File: src/hdl/wbag_pkg.sv
// Package for the window border address generator.
// Holds register indexes, edge rule codes, sequencer states and the configuration bundle.
// No dependencies; every other file in hdl/ refers to it by scoped names.
package wbag_pkg;

    // Configuration port geometry
    localparam int CFG_IDX_W  = 3;
    localparam int CFG_DATA_W = 16;
    localparam int WIN_W      = 3;
    localparam int MODE_W     = 3;
    localparam int INDEX_W    = 6;

    // Register reset values
    localparam logic [WIN_W-1:0]  WIN_X_RST    = 3'd3;
    localparam logic [WIN_W-1:0]  WIN_Y_RST    = 3'd3;
    localparam logic [WIN_W-1:0]  WIN_Z_RST    = 3'd1;
    localparam logic              CENTERED_RST = 1'b1;
    localparam logic [MODE_W-1:0] MODE_RST     = 3'd0;

    // Register indexes on the configuration port
    typedef enum logic [CFG_IDX_W-1:0] {
        CFG_WIN_X    = 3'd0,
        CFG_WIN_Y    = 3'd1,
        CFG_WIN_Z    = 3'd2,
        CFG_CENTERED = 3'd3,
        CFG_EDGE     = 3'd4,
        CFG_LAST_X   = 3'd5,
        CFG_LAST_Y   = 3'd6,
        CFG_LAST_Z   = 3'd7
    } cfg_reg_t;

    // Edge rules; the spare codes behave as replicate
    typedef enum logic [MODE_W-1:0] {
        EDGE_REPLICATE    = 3'd0,
        EDGE_REFLECT      = 3'd1,
        EDGE_REFLECT_NEXT = 3'd2,
        EDGE_WRAP         = 3'd3,
        EDGE_REJECT       = 3'd4
    } edge_mode_t;

    // Sequencer states
    typedef enum logic [1:0] {
        ST_IDLE = 2'd0,
        ST_MAP  = 2'd1,
        ST_EMIT = 2'd2
    } state_t;

    // Axis currently fed to the remap unit
    typedef enum logic [1:0] {
        AXIS_X = 2'd0,
        AXIS_Y = 2'd1,
        AXIS_Z = 2'd2
    } axis_t;

    // Window shape and edge rule as held in the register file
    typedef struct packed {
        logic [WIN_W-1:0]  win_x;
        logic [WIN_W-1:0]  win_y;
        logic [WIN_W-1:0]  win_z;
        logic              centered;
        logic [MODE_W-1:0] edge_mode;
    } win_cfg_t;

endpackage

File: src/hdl/wbag_if.sv
// Valid/ready channel interfaces for anchor items and cell items.
// Depends on wbag_pkg for the cell index width.
interface wbag_anchor_if #(parameter int COORD_BITS = 16);
    logic                  valid;
    logic                  ready;
    logic [COORD_BITS-1:0] anchor_x;
    logic [COORD_BITS-1:0] anchor_y;
    logic [COORD_BITS-1:0] anchor_z;

    modport source (output valid, anchor_x, anchor_y, anchor_z, input ready);
    modport sink   (input valid, anchor_x, anchor_y, anchor_z, output ready);
endinterface

interface wbag_cell_if #(parameter int COORD_BITS = 16);
    logic                          valid;
    logic                          ready;
    logic [COORD_BITS-1:0]         cell_x;
    logic [COORD_BITS-1:0]         cell_y;
    logic [COORD_BITS-1:0]         cell_z;
    logic [wbag_pkg::INDEX_W-1:0]  cell_index;
    logic                          inside_res;
    logic                          last_cell;

    modport source (output valid, cell_x, cell_y, cell_z, cell_index, inside_res, last_cell,
                    input ready);
    modport sink   (input valid, cell_x, cell_y, cell_z, cell_index, inside_res, last_cell,
                    output ready);
endinterface

File: src/hdl/wbag_axis_map.sv
// Shared remap unit: one axis coordinate per cycle, anchor plus offset folded by the edge rule.
// Depends on wbag_pkg for the edge rule codes.
module wbag_axis_map #(
    parameter int COORD_BITS = 16,
    parameter int WIN_BITS   = 3
) (
    input  logic [COORD_BITS-1:0]     anchor,
    input  logic [COORD_BITS-1:0]     last,
    input  logic [WIN_BITS-1:0]       k,
    input  logic [WIN_BITS-1:0]       sub,
    input  logic [wbag_pkg::MODE_W-1:0] mode,
    output logic [COORD_BITS-1:0]     coord,
    output logic                      ok
);
    // One guard bit above twice the raster size, plus sign
    localparam int PW = COORD_BITS + 3;
    localparam logic signed [PW-1:0] ONE = 1;

    logic signed [PW-1:0] p;
    logic signed [PW-1:0] lst;
    logic signed [PW-1:0] lst2;
    logic signed [PW-1:0] q;
    logic signed [PW-1:0] r;
    logic                 below;
    logic                 above;

    always_comb
    begin
        p     = signed'(PW'(anchor)) + signed'(PW'(k)) - signed'(PW'(sub));
        lst   = signed'(PW'(last));
        lst2  = {lst[PW-2:0], 1'b0};
        below = p[PW-1];
        above = p > lst;
        ok    = 1'b1;
        q     = p;

        // Single fold per rule
        case (mode)
            wbag_pkg::EDGE_REFLECT:
            begin
                if (below)
                    q = ~p;
                else if (above)
                    q = lst2 + ONE - p;
            end
            wbag_pkg::EDGE_REFLECT_NEXT:
            begin
                if (below)
                    q = -p;
                else if (above)
                    q = lst2 - p;
            end
            wbag_pkg::EDGE_WRAP:
            begin
                if (below)
                    q = p + lst + ONE;
                else if (above)
                    q = p - lst - ONE;
            end
            wbag_pkg::EDGE_REJECT:
                ok = !(below || above);
            default:
                q = p;
        endcase

        // Final clamp catches folds that overshoot a tiny raster
        if (q[PW-1])
            r = '0;
        else if (q > lst)
            r = lst;
        else
            r = q;

        coord = ok ? r[COORD_BITS-1:0] : '0;
    end

endmodule

File: src/hdl/wbag_ctrl.sv
// Sequencer: maps each window offset per axis through the shared unit into tables, then scans
// the window x fastest, one cell item per cycle unless stalled. Depends on wbag_pkg, wbag_if.
module wbag_ctrl #(
    parameter int COORD_BITS = 16,
    parameter int MAX_WIN    = 4,
    parameter int WIN_BITS   = 3
) (
    input  logic                        clk,
    input  logic                        rst_n,
    input  wbag_pkg::win_cfg_t          cfg,
    input  logic [COORD_BITS-1:0]       last_x,
    input  logic [COORD_BITS-1:0]       last_y,
    input  logic [COORD_BITS-1:0]       last_z,
    wbag_anchor_if.sink                 anchors,
    wbag_cell_if.source                 cells,
    output logic [COORD_BITS-1:0]       map_anchor,
    output logic [COORD_BITS-1:0]       map_last,
    output logic [WIN_BITS-1:0]         map_k,
    output logic [WIN_BITS-1:0]         map_sub,
    output logic [wbag_pkg::MODE_W-1:0] map_mode,
    input  logic [COORD_BITS-1:0]       map_coord,
    input  logic                        map_ok
);
    localparam int IW = (MAX_WIN > 1) ? $clog2(MAX_WIN) : 1;

    // Window size as used: zero reads as one, large values saturate
    function automatic logic [WIN_BITS-1:0] win_eff(input logic [wbag_pkg::WIN_W-1:0] w);
        logic [wbag_pkg::WIN_W:0] w_ext;
        w_ext = {1'b0, w};
        if (w_ext == '0)
            return WIN_BITS'(1);
        else if (w_ext > (wbag_pkg::WIN_W+1)'(MAX_WIN))
            return WIN_BITS'(MAX_WIN);
        else
            return WIN_BITS'(w_ext);
    endfunction

    wbag_pkg::state_t              state_reg, state_next;
    wbag_pkg::axis_t               axis_reg, axis_next;
    logic [WIN_BITS-1:0]           k_reg, k_next;
    logic [WIN_BITS-1:0]           cx_reg, cx_next;
    logic [WIN_BITS-1:0]           cy_reg, cy_next;
    logic [WIN_BITS-1:0]           cz_reg, cz_next;
    logic [wbag_pkg::INDEX_W-1:0]  idx_reg, idx_next;
    logic                          out_valid_reg, out_valid_next;

    logic [COORD_BITS-1:0]         ax_reg, ay_reg, az_reg;
    logic [COORD_BITS-1:0]         x_tab_reg [MAX_WIN];
    logic [COORD_BITS-1:0]         y_tab_reg [MAX_WIN];
    logic [COORD_BITS-1:0]         z_tab_reg [MAX_WIN];
    logic                          x_ok_reg  [MAX_WIN];
    logic                          y_ok_reg  [MAX_WIN];
    logic                          z_ok_reg  [MAX_WIN];

    logic [COORD_BITS-1:0]         out_x_reg, out_y_reg, out_z_reg;
    logic [wbag_pkg::INDEX_W-1:0]  out_idx_reg;
    logic                          out_ok_reg, out_last_reg;

    logic [WIN_BITS-1:0]           wx, wy, wz, cur_w;
    logic                          accept, load, map_we;
    logic                          end_x, end_y, end_z, pos_ok;

    assign wx = win_eff(cfg.win_x);
    assign wy = win_eff(cfg.win_y);
    assign wz = win_eff(cfg.win_z);

    assign accept = anchors.valid && (state_reg == wbag_pkg::ST_IDLE);
    assign map_we = (state_reg == wbag_pkg::ST_MAP);

    assign end_x  = (cx_reg == wx - WIN_BITS'(1));
    assign end_y  = (cy_reg == wy - WIN_BITS'(1));
    assign end_z  = (cz_reg == wz - WIN_BITS'(1));
    assign pos_ok = x_ok_reg[cx_reg[IW-1:0]] && y_ok_reg[cy_reg[IW-1:0]]
                 && z_ok_reg[cz_reg[IW-1:0]];

    // Operand select for the shared remap unit
    always_comb
    begin
        case (axis_reg)
            wbag_pkg::AXIS_Y:
            begin
                cur_w      = wy;
                map_anchor = ay_reg;
                map_last   = last_y;
            end
            wbag_pkg::AXIS_Z:
            begin
                cur_w      = wz;
                map_anchor = az_reg;
                map_last   = last_z;
            end
            default:
            begin
                cur_w      = wx;
                map_anchor = ax_reg;
                map_last   = last_x;
            end
        endcase
        map_k    = k_reg;
        map_sub  = cfg.centered ? (cur_w >> 1) : '0;
        map_mode = cfg.edge_mode;
    end

    // Next state and counters
    always_comb
    begin
        state_next     = state_reg;
        axis_next      = axis_reg;
        k_next         = k_reg;
        cx_next        = cx_reg;
        cy_next        = cy_reg;
        cz_next        = cz_reg;
        idx_next       = idx_reg;
        out_valid_next = out_valid_reg;
        load           = 1'b0;

        if (out_valid_reg && cells.ready)
            out_valid_next = 1'b0;

        case (state_reg)
            wbag_pkg::ST_IDLE:
            begin
                if (accept)
                begin
                    state_next = wbag_pkg::ST_MAP;
                    axis_next  = wbag_pkg::AXIS_X;
                    k_next     = '0;
                    cx_next    = '0;
                    cy_next    = '0;
                    cz_next    = '0;
                    idx_next   = '0;
                end
            end
            wbag_pkg::ST_MAP:
            begin
                if (k_reg == cur_w - WIN_BITS'(1))
                begin
                    k_next = '0;
                    case (axis_reg)
                        wbag_pkg::AXIS_X: axis_next = wbag_pkg::AXIS_Y;
                        wbag_pkg::AXIS_Y: axis_next = wbag_pkg::AXIS_Z;
                        wbag_pkg::AXIS_Z: state_next = wbag_pkg::ST_EMIT;
                        default:          axis_next = wbag_pkg::AXIS_X;
                    endcase
                end
                else
                begin
                    k_next = k_reg + WIN_BITS'(1);
                end
            end
            wbag_pkg::ST_EMIT:
            begin
                // Output slot free: move the next cell in
                if (!out_valid_reg || cells.ready)
                begin
                    load           = 1'b1;
                    out_valid_next = 1'b1;
                    idx_next       = idx_reg + wbag_pkg::INDEX_W'(1);
                    if (end_x)
                    begin
                        cx_next = '0;
                        if (end_y)
                        begin
                            cy_next = '0;
                            if (end_z)
                                state_next = wbag_pkg::ST_IDLE;
                            else
                                cz_next = cz_reg + WIN_BITS'(1);
                        end
                        else
                        begin
                            cy_next = cy_reg + WIN_BITS'(1);
                        end
                    end
                    else
                    begin
                        cx_next = cx_reg + WIN_BITS'(1);
                    end
                end
            end
            default:
                state_next = wbag_pkg::ST_IDLE;
        endcase
    end

    // Control registers
    always_ff @(posedge clk or negedge rst_n)
    begin
        if (!rst_n)
        begin
            state_reg     <= wbag_pkg::ST_IDLE;
            axis_reg      <= wbag_pkg::AXIS_X;
            k_reg         <= '0;
            cx_reg        <= '0;
            cy_reg        <= '0;
            cz_reg        <= '0;
            idx_reg       <= '0;
            out_valid_reg <= 1'b0;
        end
        else
        begin
            state_reg     <= state_next;
            axis_reg      <= axis_next;
            k_reg         <= k_next;
            cx_reg        <= cx_next;
            cy_reg        <= cy_next;
            cz_reg        <= cz_next;
            idx_reg       <= idx_next;
            out_valid_reg <= out_valid_next;
        end
    end

    // Held anchor
    always_ff @(posedge clk)
    begin
        if (accept)
        begin
            ax_reg <= anchors.anchor_x;
            ay_reg <= anchors.anchor_y;
            az_reg <= anchors.anchor_z;
        end
    end

    // Per-axis tables of remapped coordinates
    always_ff @(posedge clk)
    begin
        if (map_we)
        begin
            case (axis_reg)
                wbag_pkg::AXIS_X:
                begin
                    x_tab_reg[k_reg[IW-1:0]] <= map_coord;
                    x_ok_reg[k_reg[IW-1:0]]  <= map_ok;
                end
                wbag_pkg::AXIS_Y:
                begin
                    y_tab_reg[k_reg[IW-1:0]] <= map_coord;
                    y_ok_reg[k_reg[IW-1:0]]  <= map_ok;
                end
                wbag_pkg::AXIS_Z:
                begin
                    z_tab_reg[k_reg[IW-1:0]] <= map_coord;
                    z_ok_reg[k_reg[IW-1:0]]  <= map_ok;
                end
                default:
                begin
                    x_tab_reg[k_reg[IW-1:0]] <= map_coord;
                    x_ok_reg[k_reg[IW-1:0]]  <= map_ok;
                end
            endcase
        end
    end

    // Output register; a rejected cell reads as the origin
    always_ff @(posedge clk)
    begin
        if (load)
        begin
            out_x_reg    <= pos_ok ? x_tab_reg[cx_reg[IW-1:0]] : '0;
            out_y_reg    <= pos_ok ? y_tab_reg[cy_reg[IW-1:0]] : '0;
            out_z_reg    <= pos_ok ? z_tab_reg[cz_reg[IW-1:0]] : '0;
            out_idx_reg  <= idx_reg;
            out_ok_reg   <= pos_ok;
            out_last_reg <= end_x && end_y && end_z;
        end
    end

    assign anchors.ready    = (state_reg == wbag_pkg::ST_IDLE);
    assign cells.valid      = out_valid_reg;
    assign cells.cell_x     = out_x_reg;
    assign cells.cell_y     = out_y_reg;
    assign cells.cell_z     = out_z_reg;
    assign cells.cell_index = out_idx_reg;
    assign cells.inside_res = out_ok_reg;
    assign cells.last_cell  = out_last_reg;

endmodule

File: src/hdl/window_border_address_gen.sv
// Top level of the window border address generator: register file, sequencer, remap unit.
// Depends on wbag_pkg, wbag_if, wbag_axis_map and wbag_ctrl.
//
//  channel   | dir | handshake      | payload
//  ----------+-----+----------------+----------------------------------------------------
//  anchors   | in  | valid / ready  | anchor_x, anchor_y, anchor_z
//  cells     | out | valid / ready  | cell_x, cell_y, cell_z, cell_index, inside_res,
//            |     |                | last_cell
//  cfg       | in  | cfg_we         | cfg_index, cfg_data (write only)
//
// An anchor is accepted in idle, then the remap unit maps one axis offset per cycle into
// the tables (x, then y, then z), then one cell leaves per cycle while the output is not
// stalled. The sequencer holds one anchor at a time; ready returns as soon as the final
// cell is in the output register. A stalled output holds its item and pauses the scan.
// Reset loads the register defaults; there is no clearing pass.
module window_border_address_gen #(
    parameter int COORD_BITS = 16,
    parameter int MAX_WIN    = 4
) (
    input  logic                            clk,
    input  logic                            rst_n,
    input  logic                            cfg_we,
    input  logic [wbag_pkg::CFG_IDX_W-1:0]  cfg_index,
    input  logic [wbag_pkg::CFG_DATA_W-1:0] cfg_data,
    wbag_anchor_if.sink                     anchors,
    wbag_cell_if.source                     cells
);
    localparam int WIN_BITS = $clog2(MAX_WIN + 1);

    wbag_pkg::win_cfg_t            cfg_reg;
    logic [COORD_BITS-1:0]         last_x_reg, last_y_reg, last_z_reg;

    logic [COORD_BITS-1:0]         map_anchor, map_last, map_coord;
    logic [WIN_BITS-1:0]           map_k, map_sub;
    logic [wbag_pkg::MODE_W-1:0]   map_mode;
    logic                          map_ok;

    // Register file
    always_ff @(posedge clk or negedge rst_n)
    begin
        if (!rst_n)
        begin
            cfg_reg.win_x     <= wbag_pkg::WIN_X_RST;
            cfg_reg.win_y     <= wbag_pkg::WIN_Y_RST;
            cfg_reg.win_z     <= wbag_pkg::WIN_Z_RST;
            cfg_reg.centered  <= wbag_pkg::CENTERED_RST;
            cfg_reg.edge_mode <= wbag_pkg::MODE_RST;
            last_x_reg        <= '1;
            last_y_reg        <= '1;
            last_z_reg        <= '0;
        end
        else if (cfg_we)
        begin
            case (cfg_index)
                wbag_pkg::CFG_WIN_X:    cfg_reg.win_x     <= cfg_data[wbag_pkg::WIN_W-1:0];
                wbag_pkg::CFG_WIN_Y:    cfg_reg.win_y     <= cfg_data[wbag_pkg::WIN_W-1:0];
                wbag_pkg::CFG_WIN_Z:    cfg_reg.win_z     <= cfg_data[wbag_pkg::WIN_W-1:0];
                wbag_pkg::CFG_CENTERED: cfg_reg.centered  <= cfg_data[0];
                wbag_pkg::CFG_EDGE:     cfg_reg.edge_mode <= cfg_data[wbag_pkg::MODE_W-1:0];
                wbag_pkg::CFG_LAST_X:   last_x_reg        <= COORD_BITS'(cfg_data);
                wbag_pkg::CFG_LAST_Y:   last_y_reg        <= COORD_BITS'(cfg_data);
                wbag_pkg::CFG_LAST_Z:   last_z_reg        <= COORD_BITS'(cfg_data);
                default:                last_z_reg        <= last_z_reg;
            endcase
        end
    end

    // Sequencer with tables and output register
    wbag_ctrl #(
        .COORD_BITS (COORD_BITS),
        .MAX_WIN    (MAX_WIN),
        .WIN_BITS   (WIN_BITS)
    ) u_ctrl (
        .clk        (clk),
        .rst_n      (rst_n),
        .cfg        (cfg_reg),
        .last_x     (last_x_reg),
        .last_y     (last_y_reg),
        .last_z     (last_z_reg),
        .anchors    (anchors),
        .cells      (cells),
        .map_anchor (map_anchor),
        .map_last   (map_last),
        .map_k      (map_k),
        .map_sub    (map_sub),
        .map_mode   (map_mode),
        .map_coord  (map_coord),
        .map_ok     (map_ok)
    );

    // Shared remap unit
    wbag_axis_map #(
        .COORD_BITS (COORD_BITS),
        .WIN_BITS   (WIN_BITS)
    ) u_axis_map (
        .anchor (map_anchor),
        .last   (map_last),
        .k      (map_k),
        .sub    (map_sub),
        .mode   (map_mode),
        .coord  (map_coord),
        .ok     (map_ok)
    );

endmodule

File: src/flat_wrapper.sv
// flat-port wrapper written by rule: the top's interface ports become plain ports
module window_border_address_gen_flat 
#(
    parameter int COORD_BITS = 16,
    parameter int MAX_WIN    = 4
)
  (clk, rst_n, cfg_we, cfg_index, cfg_data, anchors_valid, anchors_anchor_x, anchors_anchor_y, anchors_anchor_z, anchors_ready, cells_valid, cells_cell_x, cells_cell_y, cells_cell_z, cells_cell_index, cells_inside_res, cells_last_cell, cells_ready);
  wbag_anchor_if #(.COORD_BITS(COORD_BITS)) anchors_i ();
  wbag_cell_if #(.COORD_BITS(COORD_BITS)) cells_i ();
  input  logic clk;
  input  logic rst_n;
  input  logic cfg_we;
  input  logic [wbag_pkg::CFG_IDX_W-1:0] cfg_index;
  input  logic [wbag_pkg::CFG_DATA_W-1:0] cfg_data;
  input wire logic [$bits(anchors_i.valid)-1:0] anchors_valid;
  input wire logic [$bits(anchors_i.anchor_x)-1:0] anchors_anchor_x;
  input wire logic [$bits(anchors_i.anchor_y)-1:0] anchors_anchor_y;
  input wire logic [$bits(anchors_i.anchor_z)-1:0] anchors_anchor_z;
  output wire logic [$bits(anchors_i.ready)-1:0] anchors_ready;
  output wire logic [$bits(cells_i.valid)-1:0] cells_valid;
  output wire logic [$bits(cells_i.cell_x)-1:0] cells_cell_x;
  output wire logic [$bits(cells_i.cell_y)-1:0] cells_cell_y;
  output wire logic [$bits(cells_i.cell_z)-1:0] cells_cell_z;
  output wire logic [$bits(cells_i.cell_index)-1:0] cells_cell_index;
  output wire logic [$bits(cells_i.inside_res)-1:0] cells_inside_res;
  output wire logic [$bits(cells_i.last_cell)-1:0] cells_last_cell;
  input wire logic [$bits(cells_i.ready)-1:0] cells_ready;
  assign anchors_i.valid = anchors_valid;
  assign anchors_i.anchor_x = anchors_anchor_x;
  assign anchors_i.anchor_y = anchors_anchor_y;
  assign anchors_i.anchor_z = anchors_anchor_z;
  assign anchors_ready = anchors_i.ready;
  assign cells_valid = cells_i.valid;
  assign cells_cell_x = cells_i.cell_x;
  assign cells_cell_y = cells_i.cell_y;
  assign cells_cell_z = cells_i.cell_z;
  assign cells_cell_index = cells_i.cell_index;
  assign cells_inside_res = cells_i.inside_res;
  assign cells_last_cell = cells_i.last_cell;
  assign cells_i.ready = cells_ready;
  window_border_address_gen #(.COORD_BITS(COORD_BITS), .MAX_WIN(MAX_WIN)) u_core (.clk(clk), .rst_n(rst_n), .cfg_we(cfg_we), .cfg_index(cfg_index), .cfg_data(cfg_data), .anchors(anchors_i), .cells(cells_i));
endmodule
File: config.mk
export PLATFORM = sky130hd
export DESIGN_NAME = window_border_address_gen_flat
export DESIGN_NICKNAME = d
export VERILOG_FILES = /design/src/hdl/wbag_pkg.sv /design/src/hdl/wbag_if.sv /design/src/hdl/wbag_axis_map.sv /design/src/hdl/wbag_ctrl.sv /design/src/hdl/window_border_address_gen.sv /design/src/flat_wrapper.sv
export SDC_FILE = /design/constraint.sdc
export NUM_CORES = 1
export LEC_CHECK = 0
export ABC_AREA = 1
export ABC_CLOCK_PERIOD_IN_PS = 8500
export BUFFER_PORTS_ARGS = -buffer_cell sky130_fd_sc_hd__buf_4
export CORE_MARGIN = 3
export CORE_UTILIZATION = 45
export CTS_BUF_LIST = sky130_fd_sc_hd__clkbuf_4
export DETAILED_ROUTE_END_ITERATION = 8
export HOLD_SLACK_MARGIN = 0.02
export SLEW_MARGIN = 20
export SYNTH_ARGS = -nofsm -noshare
export SYNTH_HDL_FRONTEND = slang
export SYNTH_HIERARCHICAL = 1
export SYNTH_SLANG_ARGS = --single-unit
File: constraint.sdc
create_clock -name clk -period 8.5 [get_ports clk]
set_input_delay 1.7 -clock clk [delete_from_list [all_inputs] [get_ports clk]]
set_output_delay 1.7 -clock clk [all_outputs]
set_load 0.02 [all_outputs]
==> results_tabular.tex, run 1 <==
\begin{tabular}{lr}
\hline
Metric & Value \\
\hline
\multicolumn{2}{l}{\textbf{Status}} \\
Result of the run & finished, final reports clean \\
\multicolumn{2}{l}{\textbf{Clock tree}} \\
Post-CTS clock slew at the launch and capture registers of the worst setup and hold paths & 0.06 ns \\
\# hold bufs at CTS & 0 \\
Post-CTS Setup Repair Bufs & 0 \\
CTS tree & done \\
Number of sinks on the clock net & 392 \\
Max H-tree Level & 3 \\
Count of instances resized after the clock tree is built & 0 \\
Clock root buffer & clkbuf\_4 \\
Maximum buffer depth of the clock tree & 3 \\
Number of clock buffers inserted by TritonCTS & between 90 and 100 \\
Latest clock arrival within the worst-skew pair & about 0.81 ns \\
\multicolumn{2}{l}{\textbf{Timing}} \\
Count of final setup violators & 0 \\
Clock tree skew after final layout & $\sim$0.055 ns \\
Number of hold violations in the final report & 0 \\
Slew of the pin with the lowest slew margin & roughly 0.87 ns \\
Part of the cycle the worst path needs & 93.0\% \\
Unrepaired setup endpoints after global routing & no \\
Shortest period the worst path allows & roughly 7.9 ns \\
F\_max & around 130 MHz \\
Total negative slack for setup checks & 0 ns \\
Final max-slew violation count & 0 \\
Tightest slew margin relative to the limit & 41.8\% \\
\multicolumn{2}{l}{\textbf{Floorplan}} \\
Width of the die & between 200 and 250 um \\
Die ar. & approximately 54000 sq um \\
Initial core utilization & between 40\% and 50\% \\
I/O Pins & 130 \\
Standard cell core area & 50300 sq um \\
Cell Rows & between 80 and 90 \\
Die Span Y & 232 um \\
\multicolumn{2}{l}{\textbf{Worst setup path}} \\
Data arrival time of the critical path & approximately 8.4 ns \\
Startpoint-to-endpoint class of the critical path & register to register \\
Number of buffer and inverter instances along the worst setup path & 11 \\
Worst reg2reg path endpoint & u\_core/u\_ctrl/x\_tab\_reg[1][7]\$\_DFFE\_PP\_ \\
Worst reg-to-reg setup slack & between 0.5 and 0.6 ns \\
Largest delay share family, worst path & simple AND/OR/NAND/NOR gates \\
Startpoint type of the worst setup path & register \\
Crit path depth & a little under 50 \\
CP peak stage delay & 0.59 ns \\
CP Capture Type & register \\
Number of cells on the worst reg-to-reg path & 49 \\
Most used cell along the critical path & nand2\_1 \\
Worst r2r src & u\_core/u\_ctrl/axis\_reg[1]\$\_DFFE\_PN0P\_ \\
Slowest cell on crit path & fa\_1 \\
Maximum fanout encountered on the critical timing path & 12 \\
Critical path required time & 9.01 ns \\
\multicolumn{2}{l}{\textbf{Synthesis}} \\
Prevailing post-synth register cell & edfxtp\_1 \\
Compound-cell area share of the yosys netlist & a little over a tenth \\
Synth cell types & 63 \\
Dominant combinational cell family by area after synthesis & simple AND/OR/NAND/NOR gates \\
EDFF count, synth & slightly above 300 \\
Biggest area contributors in the synthesized netlist & edfxtp\_1, nand2\_1, nor2\_1 \\
Total of flip-flops plus latches after synthesis & $\sim$400 \\
Simple-gate area share of the yosys netlist & roughly a quarter \\
Sequential fraction of the synthesis area & 49.7\% \\
Cell count after synthesis & $\sim$2700 \\
Area share of the largest cell type after synthesis & between 40\% and 50\% \\
Synthesized area per cell & 8.48 sq um \\
Top cell type by total area after synthesis & edfxtp\_1 \\
Multiplexer share of the synthesized area & 0\% \\
Fraction of synthesized cell area in xor and xnor cells & under 10\% \\
Count of yosys warnings during synthesis & 6 \\
Syn Std Cell Area & about 23000 sq um \\
Post-Synth Adder-Cell Area & around 6.2\% \\
Total nets after synthesis & 2884 \\
Synth async-reset ratio & a little over a fifth \\
\multicolumn{2}{l}{\textbf{Finish}} \\
Fin util & 52.3\% \\
Area used by sequential logic in the layout & roughly 11000 sq um \\
Combined area of the multi-input logic cells & 10100 sq um \\
Fin nets & about 3100 \\
Top library cells by usage in the layout, fill and taps aside & nand2\_1, nor2\_1, edfxtp\_1 \\
Area of all placed cells without fillers & around 26000 sq um \\
Leading cell type in the layout, fill and taps excluded & nand2\_1 \\
Layout fillers & about 4700 \\
Fraction of final layout cells sized beyond drive strength 1 & roughly 18\% \\
Layout-stage area growth over the synthesis result & 14.6\% \\
\multicolumn{2}{l}{\textbf{Place}} \\
PortBufs & approximately 130 \\
Global placer's final weighted congestion & 1.04 \\
Detailed placer's ending HPWL & roughly 54 mm \\
Placed Instance Area & between 20000 and 25000 sq um \\
\multicolumn{2}{l}{\textbf{Global routing}} \\
Global route total overflow & 0 \\
Number of global-route vias before repair & a little under 20000 \\
GRT Util Overall & between 20\% and 30\% \\
Largest net degree at the start of global routing & 64 \\
Antenna violations before repair & 2 \\
First-pass GRT wire length & about 110 mm \\
\multicolumn{2}{l}{\textbf{Drt}} \\
Final WL & 74.3 mm \\
Iteration count of the initial detailed-routing pass & 5 \\
Total vias in the final route & between 15000 and 20000 \\
WL per Instance & $\sim$20 um \\
Starting DRC count in detailed routing & about 1900 \\
Number of nets with antenna violations after detailed routing & 0 \\
Via density per instance & 5.39 \\
Post-route DRC & 0 \\
\multicolumn{2}{l}{\textbf{Worst hold path}} \\
Path class of the lowest-slack min-delay path & register to register \\
End point of the worst hold path & u\_core/u\_ctrl/cells.cell\_index[5]\$\_DFFE\_PP\_ \\
Worst hold path cell count & 0 \\
Hold path startpoint & u\_core/u\_ctrl/idx\_reg[5]\$\_DFFE\_PN0P\_ \\
\multicolumn{2}{l}{\textbf{Run}} \\
Max Cap Violations & 0 \\
\hline
\end{tabular}
-- worst reg2reg max path: cells and delay by family (launching register included) --
kind	cells	cell delay, ns
and+or+nand+nor	23	1.95
buffers and inverters	11	1.76
adders and majority gates	5	1.74
AOI/OAI and AO/OA	10	1.71
DFF	1	0.42
-- worst max-delay path by stage --
stage	start	endpoint	slack, ns
finish	u_core/u_ctrl/axis_reg[1]$_DFFE_PN0P_	u_core/u_ctrl/x_tab_reg[1][7]$_DFFE_PP_	0.60
CTS	u_core/u_ctrl/axis_reg[0]$_DFFE_PN0P_	u_core/u_ctrl/z_tab_reg[0][12]$_DFFE_PP_	0.13
detailed placement	u_core/u_ctrl/axis_reg[0]$_DFFE_PN0P_	u_core/u_ctrl/x_tab_reg[1][12]$_DFFE_PP_	0.21
global route	u_core/u_ctrl/axis_reg[0]$_DFFE_PN0P_	u_core/u_ctrl/x_tab_reg[1][7]$_DFFE_PP_	0.05
floorplan	u_core/u_ctrl/axis_reg[0]$_DFFE_PN0P_	u_core/u_ctrl/x_tab_reg[0][10]$_DFFE_PP_	1.29
global placement	u_core/u_ctrl/axis_reg[0]$_DFFE_PN0P_	u_core/u_ctrl/x_tab_reg[1][13]$_DFFE_PP_	0.39
-- synthesized netlist by cell type (28+ instances only) --
cell type / instances
nand3_1: 142
edfxtp_1: 308
dfrtp_1: 46
nor2_1: 389
o21ai_0: 182
xor2_1: 39
inv_1: 234
nand2_1: 674
dfstp_2: 38
ha_1: 103
clkbuf_1: 40
o21ai_1: 28
a21oi_1: 199
-- through the flow --
stage / hold WS, ns / cells / setup WS (ns)
6_report: 0.454 / 3659 / 0.597
4_1_cts: 0.456 / 3654 / 0.131
2_1_floorplan: 0.425 / 2702 / 1.29
3_3_place_gp: 0.430 / 3487 / 0.390
3_5_place_dp: 0.440 / 3487 / 0.213
5_1_grt: 0.469 / 3659 / 0.0516
-- layer usage --
layer	vias up	track usage [%]	share of wire (%)
li1	9448	-	-
met3	165	3.93	6.6
met2	807	46.5	48
met5	-	0	0
met4	0	12.1	4.1
met1	9293	35.9	42
-- area by class of cell --
class | instances | area share, %
antenna | 3 | 0.0286
multi-input combinational | 1947 | 38.4
inverter | 264 | 3.82
tap | 672 | 3.20
clock inverter | 20 | 0.691
sequential | 392 | 43.4
timing repair buffer | 214 | 6.31
clock buffer | 147 | 4.20
-- kinds of logic (layout without fill, tap and decap cells) --
group / after synthesis / after routing
other cells: 1 / 4
fa+ha+maj: 110 / 110
flops: 392 / 392
simple gates: 1319 / 1319
buf+inv: 363 / 645
xor+xnor: 53 / 53
compound gates: 464 / 464
Power of run 1 is not shown: default switching activity piles up to over one toggle a cycle in this logic, so the estimate is an artifact.
==> run 2, diff against run 1 <==
--- a/config.mk
+++ b/config.mk
@@ -13,6 +13,7 @@
 export CTS_BUF_LIST = sky130_fd_sc_hd__clkbuf_4
 export DETAILED_ROUTE_END_ITERATION = 8
 export HOLD_SLACK_MARGIN = 0.02
+export REMOVE_ABC_BUFFERS = 1
 export SLEW_MARGIN = 20
 export SYNTH_ARGS = -nofsm -noshare
 export SYNTH_HDL_FRONTEND = slang
==> run 2 against run 1 <==
  * Clock-buffer cell count did not move
  * Worst hold slack improved by 0.0083 ns
  * Utilization is 0.094 points lower
  * Worst setup slack improved by 0.061 ns
  * Final cell count rose by 0.19%
  * Clock skew is 0.0025 ns higher
  * Register-to-register slack gained 0.06 ns
  * Global-route usage decreased by 0.82 points
  * Critical path type unchanged
  * Critical endpoint is now u_core/u_ctrl/z_tab_reg[1][1]$_DFFE_PP_
==> results_tabular.tex, run 2 (synthesis results as in run 1) <==
\begin{tabular}{lr}
\hline
Metric & Value \\
\hline
\multicolumn{2}{l}{\textbf{Status}} \\
Result of the run & finished, final reports clean \\
\multicolumn{2}{l}{\textbf{Timing}} \\
Tightest slew margin relative to the limit & between 20\% and 30\% \\
Clock tree skew after final layout & 0.0570 ns \\
Shortest period the worst path allows & between 7 and 8 ns \\
Number of hold violations in the final report & 0 \\
F\_max & 128 MHz \\
Part of the cycle the worst path needs & between 90\% and 100\% \\
Unrepaired setup endpoints after global routing & no \\
Total negative slack for setup checks & 0 ns \\
Slew of the pin with the lowest slew margin & roughly 1.1 ns \\
Count of final setup violators & 0 \\
Final max-slew violation count & 0 \\
\multicolumn{2}{l}{\textbf{Drt}} \\
Total vias in the final route & 19800 \\
Iteration count of the initial detailed-routing pass & 6 \\
Number of nets with antenna violations after detailed routing & 0 \\
Starting DRC count in detailed routing & roughly 1800 \\
Via density per instance & about 5.4 \\
Post-route DRC & 0 \\
Final WL & between 70 and 80 mm \\
WL per Instance & 19.9 um \\
\multicolumn{2}{l}{\textbf{Global routing}} \\
Antenna violations before repair & 2 \\
Largest net degree at the start of global routing & between 70 and 80 \\
Global route total overflow & 0 \\
Number of global-route vias before repair & about 19000 \\
First-pass GRT wire length & roughly 110 mm \\
GRT Util Overall & roughly 27\% \\
\multicolumn{2}{l}{\textbf{Finish}} \\
Fraction of final layout cells sized beyond drive strength 1 & approximately 17\% \\
Leading cell type in the layout, fill and taps excluded & nand2\_1 \\
Fin nets & between 3000 and 4000 \\
Top library cells by usage in the layout, fill and taps aside & nand2\_1, nor2\_1, edfxtp\_1 \\
Layout-stage area growth over the synthesis result & 14.4\% \\
\multicolumn{2}{l}{\textbf{Clock tree}} \\
Clock root buffer & clkbuf\_4 \\
Maximum buffer depth of the clock tree & 3 \\
Number of clock buffers inserted by TritonCTS & 100 \\
Post-CTS clock slew at the launch and capture registers of the worst setup and hold paths & about 0.07 ns \\
Number of sinks on the clock net & between 300 and 400 \\
Max H-tree Level & 3 \\
CTS tree & done \\
Latest clock arrival within the worst-skew pair & slightly above 0.8 ns \\
\multicolumn{2}{l}{\textbf{Floorplan}} \\
I/O Pins & 130 \\
Die ar. & about 54000 sq um \\
Die Span Y & between 200 and 250 um \\
Width of the die & between 200 and 250 um \\
Standard cell core area & 50300 sq um \\
Cell Rows & approximately 80 \\
Initial core utilization & 45.6\% \\
\multicolumn{2}{l}{\textbf{Worst setup path}} \\
Startpoint-to-endpoint class of the critical path & register to register \\
Most used cell along the critical path & nand2\_1 \\
Maximum fanout encountered on the critical timing path & 13 \\
Startpoint type of the worst setup path & register \\
CP Capture Type & register \\
Critical path required time & about 9 ns \\
Data arrival time of the critical path & approximately 8.4 ns \\
Slowest cell on crit path & fa\_1 \\
Worst reg-to-reg setup slack & between 0.6 and 0.7 ns \\
CP peak stage delay & approximately 0.65 ns \\
\multicolumn{2}{l}{\textbf{Place}} \\
Detailed placer's ending HPWL & between 50 and 60 mm \\
PortBufs & around 130 \\
Global placer's final weighted congestion & approximately 1.0 \\
\multicolumn{2}{l}{\textbf{Run}} \\
Max Cap Violations & 0 \\
\multicolumn{2}{l}{\textbf{Worst hold path}} \\
Path class of the lowest-slack min-delay path & register to register \\
\hline
\end{tabular}
## run 2: critical path: cells and delay by family (launching register included)
| kind | cells | cell delay [ns] |
|---|---|---|
| buffers and inverters | 10 | 1.34 |
| flip-flops | 1 | 0.43 |
| AO/OA/AOI/OAI | 5 | 0.70 |
| adder cells (fa/ha/maj) | 5 | 2.13 |
| AND/OR/NAND/NOR | 24 | 2.93 |
## run 2: stage by stage
| stage | hold WS [ns] | setup slack (ns) | util [%] | area, sq um | instances |
|---|---|---|---|---|---|
| floorplan | 0.425 | 0.836 | - | 22400 | 2603 |
| global placement | 0.437 | 0.480 | 49.2 | 24700 | 3479 |
| detailed placement | 0.439 | 0.223 | 49.2 | 24700 | 3479 |
| CTS | 0.452 | 0.161 | 51.8 | 26100 | 3656 |
| global route | 0.476 | 0.00279 | 52.2 | 26200 | 3666 |
| finish | 0.462 | 0.658 | 52.2 | 26200 | 3666 |
## run 2: path summary, 6_finish.rpt
kind / startpoint / endpoint / depth (start not counted)
worst max-delay path: u_core/u_ctrl/axis_reg[0]$_DFFE_PN0P_ / u_core/u_ctrl/z_tab_reg[1][1]$_DFFE_PP_ / 44
worst min-delay path: u_core/cfg_reg[4]$_DFFE_PN1P_ / u_core/cfg_reg[4]$_DFFE_PN1P_ / 2
worst max register to register: u_core/u_ctrl/axis_reg[0]$_DFFE_PN0P_ / u_core/u_ctrl/z_tab_reg[1][1]$_DFFE_PP_ / 44
worst min register to register: u_core/cfg_reg[4]$_DFFE_PN1P_ / u_core/cfg_reg[4]$_DFFE_PN1P_ / 2
max in group asynchronous: rst_n / u_core/cfg_reg[1]$_DFFE_PN0P_ / 2
min in group asynchronous: rst_n / u_core/last_x_reg[15]$_DFFE_PN1P_ / 1
## run 2: layer usage
metal	up-vias	global-route usage, %	share of wire (%)	routed length [um]
met5	-	0	0	0
met4	0	10.9	3.9	2860
met3	161	4.09	6.8	4990
met2	800	46.3	49	35500
met1	9399	34.0	41	29600
li1	9462	-	-	-
## run 2: final cells by class
class                      instances  area, sq um
timing repair buffer             209         1580
clock buffer                     147         1100
inverter                         264         1000
fill                            4778        24000
multi-input combinational       1948        10100
antenna                            4         10.0
clock inverter                    30          223
tap                              672          841
sequential                       392        11400
## run 2: what timing repair did
| item | CTS | global route |
|---|---|---|
| gates resized for setup | 0 | 23 |
| endpoints found under the setup margin | 0 | 192 |
| buffers inserted | 0 | 5 |
| hold buffers | 0 | 0 |
| hold endpoints to repair | 0 | 0 |
Power of run 2 is left out for the same reason.
